--- config.mk ---
export PLATFORM = sky130hd
export DESIGN_NAME = noleap_date_add_subtract_top
export DESIGN_NICKNAME = d
export VERILOG_FILES = /design/src/hw/rtl/nlda_pkg.sv /design/src/hw/rtl/nlda_doy.sv /design/src/hw/rtl/nlda_md.sv /design/src/hw/rtl/nlda_core.sv /design/src/hw/rtl/noleap_date_add_subtract_top.sv
export SDC_FILE = /design/constraint.sdc
export NUM_CORES = 1
export LEC_CHECK = 0
export BUFFER_PORTS_ARGS = -buffer_cell sky130_fd_sc_hd__buf_2
export CAP_MARGIN = 25
export CORE_AREA = 2 2 131 133
export CTS_CLUSTER_SIZE = 10
export DETAILED_ROUTE_END_ITERATION = 16
export DIE_AREA = 0 0 133 135
export GPL_ROUTABILITY_DRIVEN = 0
export PLACE_DENSITY = 0.8
export SETUP_SLACK_MARGIN = 0.4
export SYNTH_ARGS = -nofsm -noshare
export SYNTH_HDL_FRONTEND = slang
export SYNTH_SLANG_ARGS = --single-unit
--- constraint.sdc ---
create_clock -name clk -period 8.18 [get_ports clk]
set_input_delay 0.818 -clock clk [delete_from_list [all_inputs] [get_ports clk]]
set_output_delay 0.818 -clock clk [all_outputs]
set_load 0.05 [all_outputs]
--- src/hw/rtl/nlda_pkg.sv ---
package nlda_pkg;

  localparam int YEAR_IN_W  = 14;
  localparam int YEAR_OUT_W = 15;
  localparam int MONTH_W    = 4;
  localparam int DAY_W      = 5;
  localparam int DOY_W      = 9;   // day of year, up to 365 + 31
  localparam int SUM_W      = 10;  // sum of two day-of-year values

  localparam logic [DOY_W-1:0] DAYS_PER_YEAR = 9'd365;
  localparam logic [MONTH_W-1:0] MONTHS      = 4'd12;

  localparam logic       FUNC_ADD = 1'b0;
  localparam logic       FUNC_SUB = 1'b1;

  typedef struct packed {
    logic                  func;
    logic [YEAR_IN_W-1:0]  year_first;
    logic [MONTH_W-1:0]    month_first;
    logic [DAY_W-1:0]      day_first;
    logic [YEAR_IN_W-1:0]  year_second;
    logic [MONTH_W-1:0]    month_second;
    logic [DAY_W-1:0]      day_second;
  } in_item_t;

  typedef struct packed {
    logic [YEAR_OUT_W-1:0] year_out;
    logic [MONTH_W-1:0]    month_out;
    logic [DAY_W-1:0]      day_out;
    logic                  underflow;
  } out_item_t;

  // Days in the year before the first day of month m (no leap years).
  // Months 0 and 1 start at zero; any code past December counts the full year.
  function automatic logic [DOY_W-1:0] cum_days(input logic [MONTH_W-1:0] m);
    logic [DOY_W-1:0] c;
    case (m) inside
      4'd0, 4'd1: c = 9'd0;
      4'd2:       c = 9'd31;
      4'd3:       c = 9'd59;
      4'd4:       c = 9'd90;
      4'd5:       c = 9'd120;
      4'd6:       c = 9'd151;
      4'd7:       c = 9'd181;
      4'd8:       c = 9'd212;
      4'd9:       c = 9'd243;
      4'd10:      c = 9'd273;
      4'd11:      c = 9'd304;
      4'd12:      c = 9'd334;
      default:    c = DAYS_PER_YEAR;
    endcase
    return c;
  endfunction

endpackage

--- src/hw/rtl/nlda_doy.sv ---
module nlda_doy (
  input  logic [nlda_pkg::MONTH_W-1:0] month,
  input  logic [nlda_pkg::DAY_W-1:0]   day,
  output logic [nlda_pkg::DOY_W-1:0]   doy
);

  // month offset plus unchecked day
  assign doy = nlda_pkg::cum_days(month)
             + {{(nlda_pkg::DOY_W - nlda_pkg::DAY_W){1'b0}}, day};

endmodule

--- src/hw/rtl/nlda_md.sv ---
module nlda_md (
  input  logic [nlda_pkg::DOY_W-1:0]   doy,
  output logic [nlda_pkg::MONTH_W-1:0] month,
  output logic [nlda_pkg::DAY_W-1:0]   day
);

  logic [nlda_pkg::MONTH_W-1:0] m_sel;
  logic [nlda_pkg::DOY_W-1:0]   rem;

  // first month whose last day is at or beyond the count
  always_comb begin
    m_sel = nlda_pkg::MONTHS;
    for (int i = 12; i >= 1; i--) begin
      if (doy <= nlda_pkg::cum_days(nlda_pkg::MONTH_W'(i + 1))) begin
        m_sel = nlda_pkg::MONTH_W'(i);
      end
    end
  end

  assign rem = doy - nlda_pkg::cum_days(m_sel);

  // counts past the year end saturate to December 31
  always_comb begin
    if (doy > nlda_pkg::DAYS_PER_YEAR) begin
      month = nlda_pkg::MONTHS;
      day   = 5'd31;
    end else begin
      month = m_sel;
      day   = rem[nlda_pkg::DAY_W-1:0];
    end
  end

endmodule

--- src/hw/rtl/nlda_core.sv ---
module nlda_core (
  input  nlda_pkg::in_item_t  item_i,
  output nlda_pkg::out_item_t item_o
);

  localparam int YW = nlda_pkg::YEAR_OUT_W;
  localparam int DW = nlda_pkg::DOY_W;
  localparam int SW = nlda_pkg::SUM_W;

  logic [DW-1:0] n1, n2;
  logic [SW-1:0] sum, sum_mod;
  logic [DW-1:0] add_cnt, sub_cnt, conv_cnt;
  logic [YW-1:0] y1, y2, add_year, sub_year;
  logic          carry, borrow, under;
  logic [nlda_pkg::MONTH_W-1:0] mon;
  logic [nlda_pkg::DAY_W-1:0]   dd;

  nlda_doy u_doy1 (.month(item_i.month_first),  .day(item_i.day_first),  .doy(n1));
  nlda_doy u_doy2 (.month(item_i.month_second), .day(item_i.day_second), .doy(n2));

  assign y1 = {1'b0, item_i.year_first};
  assign y2 = {1'b0, item_i.year_second};

  // add: carry past year end, reduce modulo 365 (sum stays below 3 years)
  assign sum   = {1'b0, n1} + {1'b0, n2};
  assign carry = (sum > {1'b0, nlda_pkg::DAYS_PER_YEAR});
  always_comb begin
    if (sum >= 10'd730) begin
      sum_mod = sum - 10'd730;
    end else if (carry || sum == {1'b0, nlda_pkg::DAYS_PER_YEAR}) begin
      sum_mod = sum - {1'b0, nlda_pkg::DAYS_PER_YEAR};
    end else begin
      sum_mod = sum;
    end
  end
  assign add_cnt  = (sum_mod == '0) ? nlda_pkg::DAYS_PER_YEAR : sum_mod[DW-1:0];
  assign add_year = y1 + y2 + {{(YW-1){1'b0}}, carry};

  // subtract: underflow check, borrow a year when first day count is smaller
  assign borrow   = (n1 < n2);
  assign under    = (y1 < y2) || ((y1 == y2) && borrow);
  assign sub_cnt  = borrow ? (n1 + nlda_pkg::DAYS_PER_YEAR - n2) : (n1 - n2);
  assign sub_year = y1 - y2 - {{(YW-1){1'b0}}, borrow};

  assign conv_cnt = (item_i.func == nlda_pkg::FUNC_SUB) ? sub_cnt : add_cnt;

  nlda_md u_md (.doy(conv_cnt), .month(mon), .day(dd));

  // result select
  always_comb begin
    if (item_i.func == nlda_pkg::FUNC_SUB && under) begin
      item_o.year_out  = '0;
      item_o.month_out = 4'd1;
      item_o.day_out   = '0;
      item_o.underflow = 1'b1;
    end else begin
      item_o.year_out  = (item_i.func == nlda_pkg::FUNC_SUB) ? sub_year : add_year;
      item_o.month_out = mon;
      item_o.day_out   = dd;
      item_o.underflow = 1'b0;
    end
  end

endmodule

--- src/hw/rtl/noleap_date_add_subtract_top.sv ---
// Channel | Ports                          | Item
// input   | in_valid, in_ready, in_item    | nlda_pkg::in_item_t (two dates, func)
// result  | out_valid, out_ready, out_item | nlda_pkg::out_item_t (date, underflow)
//
// Two register stages: input register, then the date arithmetic, then the
// result register. One item per cycle sustained while the result side is ready.
// The rate is set by the single combinational pass through nlda_core.
// rst_n (synchronous, active low) empties both stages.
// A stalled result holds in place while the input register may still fill.
module noleap_date_add_subtract_top (
  input  logic                clk,
  input  logic                rst_n,
  input  logic                in_valid,
  output logic                in_ready,
  input  nlda_pkg::in_item_t  in_item,
  output logic                out_valid,
  input  logic                out_ready,
  output nlda_pkg::out_item_t out_item
);

  logic                s1_valid_r, s1_valid_nxt;
  nlda_pkg::in_item_t  s1_item_r;
  logic                out_valid_r, out_valid_nxt;
  nlda_pkg::out_item_t out_item_r;
  nlda_pkg::out_item_t calc_item;
  logic                out_take;

  // stage advance
  assign out_take = !out_valid_r || out_ready;
  assign in_ready = !s1_valid_r || out_take;

  always_comb begin
    s1_valid_nxt  = s1_valid_r;
    out_valid_nxt = out_valid_r;
    if (out_take) begin
      out_valid_nxt = s1_valid_r;
    end
    if (in_ready) begin
      s1_valid_nxt = in_valid;
    end
  end

  always_ff @(posedge clk) begin
    if (!rst_n) begin
      s1_valid_r  <= 1'b0;
      out_valid_r <= 1'b0;
    end else begin
      s1_valid_r  <= s1_valid_nxt;
      out_valid_r <= out_valid_nxt;
    end
  end

  // payload registers
  always_ff @(posedge clk) begin
    if (in_ready && in_valid) begin
      s1_item_r <= in_item;
    end
    if (out_take && s1_valid_r) begin
      out_item_r <= calc_item;
    end
  end

  nlda_core u_core (.item_i(s1_item_r), .item_o(calc_item));

  assign out_valid = out_valid_r;
  assign out_item  = out_item_r;

endmodule

==> flow_summary.toml, run 1 <==
[timing]
finalMaxSlewViolations = 0
finalHoldViolations = 0
holdWs_ns = 0.534
fin_tns_setup_ns = 0
period_share = 0.992
fin_ws_ns = 0.0616
worstMarginPinSlew_ns = 0.688
max_freq_mhz = 123
setup_violations = 0
rsz0062_at_grt = "true"
min_period_ns = 8.12
clock_skew_ns = 0.0138
slew_headroom = 0.539

[die]
core_sq_um = 16400
die-area_sq_um = 18000
boundaryPins = 78
initial_core_util = 0.497
dieHeight_microns = 135
fp.dieW_microns = 133
std_cell_rows = 47

[setup_path]
cp_slowest_cell = "edfxtp_1"
critPathMaxFanout = 8
critPathMostFrequentCell = "buf_4"
startpoint_type = "flip-flop"
r2r-start = "s1_item_r[30]"
worstSetupEndpointType = "flip-flop"
worstSetupPathType = "reg -> reg"
worstPathArrival_ns = 8.20
slowest_delay_ns = 0.46
required_ns = 8.26
startpoint = "s1_item_r[30]"

[route]
dr_total_vias = 7757
viasPerCell = 6.03
drt_iter0_markers = 789
routedWlPerCell_microns = 17.6
postRouteAntennaNets = 0
drt_drc_violations_left = 0
first_pass_iters = 6
wl_mm = 22.6

[final_layout]
final_util = 0.637
areaGrowthSynthToFinish_pct = 28.1
drive_above_1_share = 0.316
nets = 1235
antenna_cells = 0

[yosys]
synth.cell_area_sq_um = 8150
synthesis.nets = 1077
synthDistinctLibCells = 95
ys_warn_count = 0
synth_area_leaders = "edfxtp_1, ha_1, inv_1, a21oi_1, xnor2_1"
synth_top_cell_by_area = "edfxtp_1"
ys_seq_area_frac = 0.270
yosysMostFrequentCell = "inv_1"
synth_async_sr_flop_share = 0
synth.top_cell.area_share = 0.265
synth_edf_count = 72
synthFlopType = "edfxtp_1"
synth_seq_cells = 74
avgSynthCellArea_sq_um = 9.03
syn_inst = 903
synth_common_cells = "inv_1, ha_1, a21oi_1"

[cts]
cts_hold_buf = 0
cts-buffers-inserted = 9
cts_num_sinks = 74
cts_max_path_buffers = 2
cts_tree = "built"
htree_levels = 3
cts-root-buf = "clkbuf_16"
clk_pin_slew_ns = 0.07
insertion_delay_ns = 0.36

[grt]
grt_pass1_wl_mm = 32.4
grt_antenna_before_repair = 0
overflow = 0
grt_use_total = 0.224
first_global_vias = 7017
grt_max_degree = 40

[placed_design]
dpl.hpwl_mm = 15.2
port_buffers = 77
dp_slack_ns = -0.0746

[pwr]
finalPower_mw = 4.93
peakVddDrop_v = 0.000348
p_leak_nw = 4.43
power_density_nw_per_um2 = 472

[worst_hold_path]
holdCritStartpoint = "s1_valid_r"
hp-class = "reg -> reg"

[job]
max_cap_viol_count = 0

[outcome]
outcome = "complete, no violations"
path summary, 6_finish.rpt:
path	endpoint	slack (ns)	cells past startpoint
setup / recovery	out_item[5]	0.06	38
hold / removal	out_valid	0.53	1
setup reg to reg	out_item[5]	0.06	38
hold reg to reg	out_valid	0.53	1
critical path: cells and delay by family (launching register included):
family	cells	cell delay, ns
adder cells (fa/ha/maj)	5	1.38
multiplexers	2	0.58
XOR/XNOR	3	0.53
AO/OA/AOI/OAI	15	2.93
buffers and inverters	6	0.97
flip-flops	1	0.46
AND/OR/NAND/NOR	7	0.98
flip-flops by register name, indices dropped and copies added, names as in the netlist:
register / count
out_item: 25
out_valid: 1
s1_item_r: 47
s1_valid_r: 1
layout by cell type, fill, tap and decap left out, drive strengths merged, types with 12 or more instances in the layout:
| cell type | count |
|---|---|
| o21a | 14 |
| nand2 | 37 |
| buf | 168 |
| nor3 | 22 |
| a21oi | 83 |
| nor2 | 65 |
| o21bai | 16 |
| nand2b | 17 |
| xnor2 | 45 |
| edfxtp | 72 |
| nand3 | 16 |
| fa | 12 |
| a211oi | 15 |
| o211ai | 14 |
| a21o | 14 |
| o21ai | 48 |
| ha | 111 |
| inv | 117 |
cell families after synthesis:
family	synth area share
DFF	0.270
xor gates and xnor gates	0.0589
AOI/OAI and AO/OA	0.246
and+or+nand+nor	0.139
adders and majority gates	0.200
buffers and inverters	0.0672
muxes	0.0192
report_power, final:
group | internal [mW] | leakage, nW | switching, mW
combinational | 1.71 | 3.57 | 2.28
clock | 0.239 | 0.148 | 0.172
sequential | 0.512 | 0.713 | 0.0198
metal layers:
layer,GRT usage,vias to the layer above,part of all wire
met1,0.284,3675,0.41
met2,0.369,396,0.48
li1,-,3583,-
met3,0.0469,103,0.074
met5,0,-,0
met4,0.0998,0,0.041
layout make-up:
class	count	area, sq um
clock buffers	9	225
clock inverters	7	77.6
fillers	1227	5960
inverters	115	432
multi-input cells	692	6110
flip-flops and latches	74	2200
well taps	220	275
repair buffers	169	1120
stage by stage:
step           area (sq um)  std cells
2_1_floorplan          8220        903
3_3_place_gp           9150       1230
3_5_place_dp           9170       1231
4_1_cts                9680       1250
5_1_grt               10400       1286
6_report              10400       1286
timing repair:
action,CTS,global route
gates resized for setup,36,107
endpoints found under the setup margin,6,7
pin swaps,7,66
setup buffers,3,35
cloned,0,1
Power figures use the tool's default switching activity.
==> inputs of run 2 (changes only) <==
ABC_CLOCK_PERIOD_IN_PS = 8000   (was not set)
PLACE_DENSITY = 0.77   (was 0.8)
clock period = 8 ns   (was 8.18 ns; I/O delays follow)
==> run 2 against run 1 <==
  * Die area unchanged
  * Total power increased by 9.4%
  * Utilization increased by 3.0 points
  * Via count increased by 0.21%
  * Clock skew decreased by 0.0024 ns
  * Critical path type unchanged
  * Critical endpoint unchanged
==> flow_summary.toml, run 2 (synthesized netlist as in run 1, its figures left out) <==
[die]
fp.dieW_microns = 133
core_sq_um = 16400
die-area_sq_um = 18000
boundaryPins = 78
initial_core_util = 0.497
dieHeight_microns = 135
std_cell_rows = 47

[cts]
cts_num_sinks = 74
cts_max_path_buffers = 2
cts_tree = "built"
clk_pin_slew_ns = 0.06
insertion_delay_ns = 0.35
cts-buffers-inserted = 9
htree_levels = 3
cts-root-buf = "clkbuf_16"

[final_layout]
final_cell_mix = "buf_4, inv_1, ha_1"
regMostFlops = "s1_item_r"
regArea_sq_um = 2200
antenna_cells = 0
largest_reg_flops = 47
fillers = 1182
areaGrowthSynthToFinish_pct = 34.1
nets = 1285
stdcell_area_sq_um = 10900
drive_above_1_share = 0.362
final_common_cell = "buf_4"
final_util = 0.666
multiInputGateArea_sq_um = 6200

[worst_hold_path]
hp-class = "reg -> reg"

[setup_path]
crit_family = "compound AO/OA/AOI/OAI gates"
crit_cells = 38
worstSetupEndpointType = "flip-flop"
r2r_cells = 38
startpoint_type = "flip-flop"
ff2ff_setup_slack_ns = 0.1
cp_slowest_cell = "edfxtp_1"
crit_end = "out_item[5]"
slowest_delay_ns = 0.44
worstPathArrival_ns = 7.97
r2r-start = "s1_item_r[30]"
startpoint = "s1_item_r[30]"
critPathMostFrequentCell = "a21oi_2"
worstSetupPathType = "reg -> reg"
r2r_end = "out_item[5]"
critPathBufInv = 5
critPathMaxFanout = 6
required_ns = 8.07

[pwr]
p_leak_nw = 4.72
peakVddDrop_v = 0.000334
finalPower_mw = 5.40
sw_frac_of_total = 0.475
power_frac_seq = 0.101
clkPwrFrac = 0.083
p_int_mw = 2.83
power.switching_mw = 2.56
p_comb_frac = 0.816
power_density_nw_per_um2 = 494

[placed_design]
port_buffers = 77
dp_slack_ns = -0.151
place_area_sq_um = 9520
dpl.hpwl_mm = 15.6

[timing]
fin_tns_setup_ns = 0
finalHoldViolations = 0
worstMarginPinSlew_ns = 0.718
finalMaxSlewViolations = 0
slew_headroom = 0.520
fin_ws_ns = 0.0992
rsz0062_at_grt = "true"
setup_violations = 0
max_freq_mhz = 127
clock_skew_ns = 0.0114
period_share = 0.988
min_period_ns = 7.90

[grt]
grt_util_met1 = 0.300
grt_use_total = 0.246
grtUsageMet2 = 0.427
overflow = 0
first_global_vias = 7556
grt_antenna_before_repair = 0
use_met3 = 0.0420
grt_max_degree = 40
grt_busiest_layer = "met2"
grt_pass1_wl_mm = 35.7

[route]
wl_mm = 22.8
drt_iter0_markers = 620
routedWlPerCell_microns = 17.1
drt_drc_violations_left = 0
dr_total_vias = 7773
postRouteAntennaNets = 0
viasPerCell = 5.82
first_pass_iters = 5

[job]
max_cap_viol_count = 0

[outcome]
outcome = "complete, no violations"
## run 2: cell types whose count changed in the layout (fill, tap and decap cells not counted), sizes merged
cell / before / now
bufinv: 1 / 2
clkinvlp: 0 / 1
buf: 168 / 218
clkinv: 4 / 2
inv: 117 / 116
a21oi: 83 / 84
## run 2: area by class of cell
cell class	count	area share
flip-flops and latches	74	0.201
well taps	220	0.0252
clock buffers	10	0.0209
clock inverters	6	0.00824
multi-input cells	693	0.567
repair buffers	218	0.138
inverters	115	0.0399
## run 2: metal layers
metal | wire [microns] | share of wire
met5 | 0 | 0
met4 | 868 | 0.038
met3 | 1590 | 0.070
met2 | 11000 | 0.48
met1 | 9380 | 0.41
## run 2: per-stage QoR
step | hold slack [ns] | std cells
2_1_floorplan | 0.477 | 903
3_3_place_gp | 0.500 | 1274
3_5_place_dp | 0.546 | 1275
4_1_cts | 0.556 | 1317
5_1_grt | 0.598 | 1336
6_report | 0.551 | 1336
## run 2: how the worst min path moves through the flow
stage,from,end,slack (ns),depth (start not counted)
floorplan,s1_valid_r,out_valid,0.48,1
global placement,s1_valid_r,out_valid,0.50,1
detailed placement,s1_valid_r,out_valid,0.55,1
CTS,s1_valid_r,out_valid,0.56,1
global route,s1_valid_r,out_valid,0.60,1
finish,s1_valid_r,out_valid,0.55,1
## run 2: timing repair
item | CTS | global route
resized for setup | 106 | 54
cloned | 1 | 2
buffers inserted | 25 | 17
pin swaps | 72 | 52
setup endpoints to repair | 5 | 7
hold buffers | 0 | 0
## run 2: power by group through the flow
stage                     registers [mW]  clock network [mW]  logic, mW
final                              0.543               0.448       4.41
after global routing               0.547               0.468       4.72
after CTS                          0.543               0.452       3.89
after detailed placement           0.551                   0       3.49
after global placement             0.549                   0       3.43
after floorplan                    0.654                   0       2.35
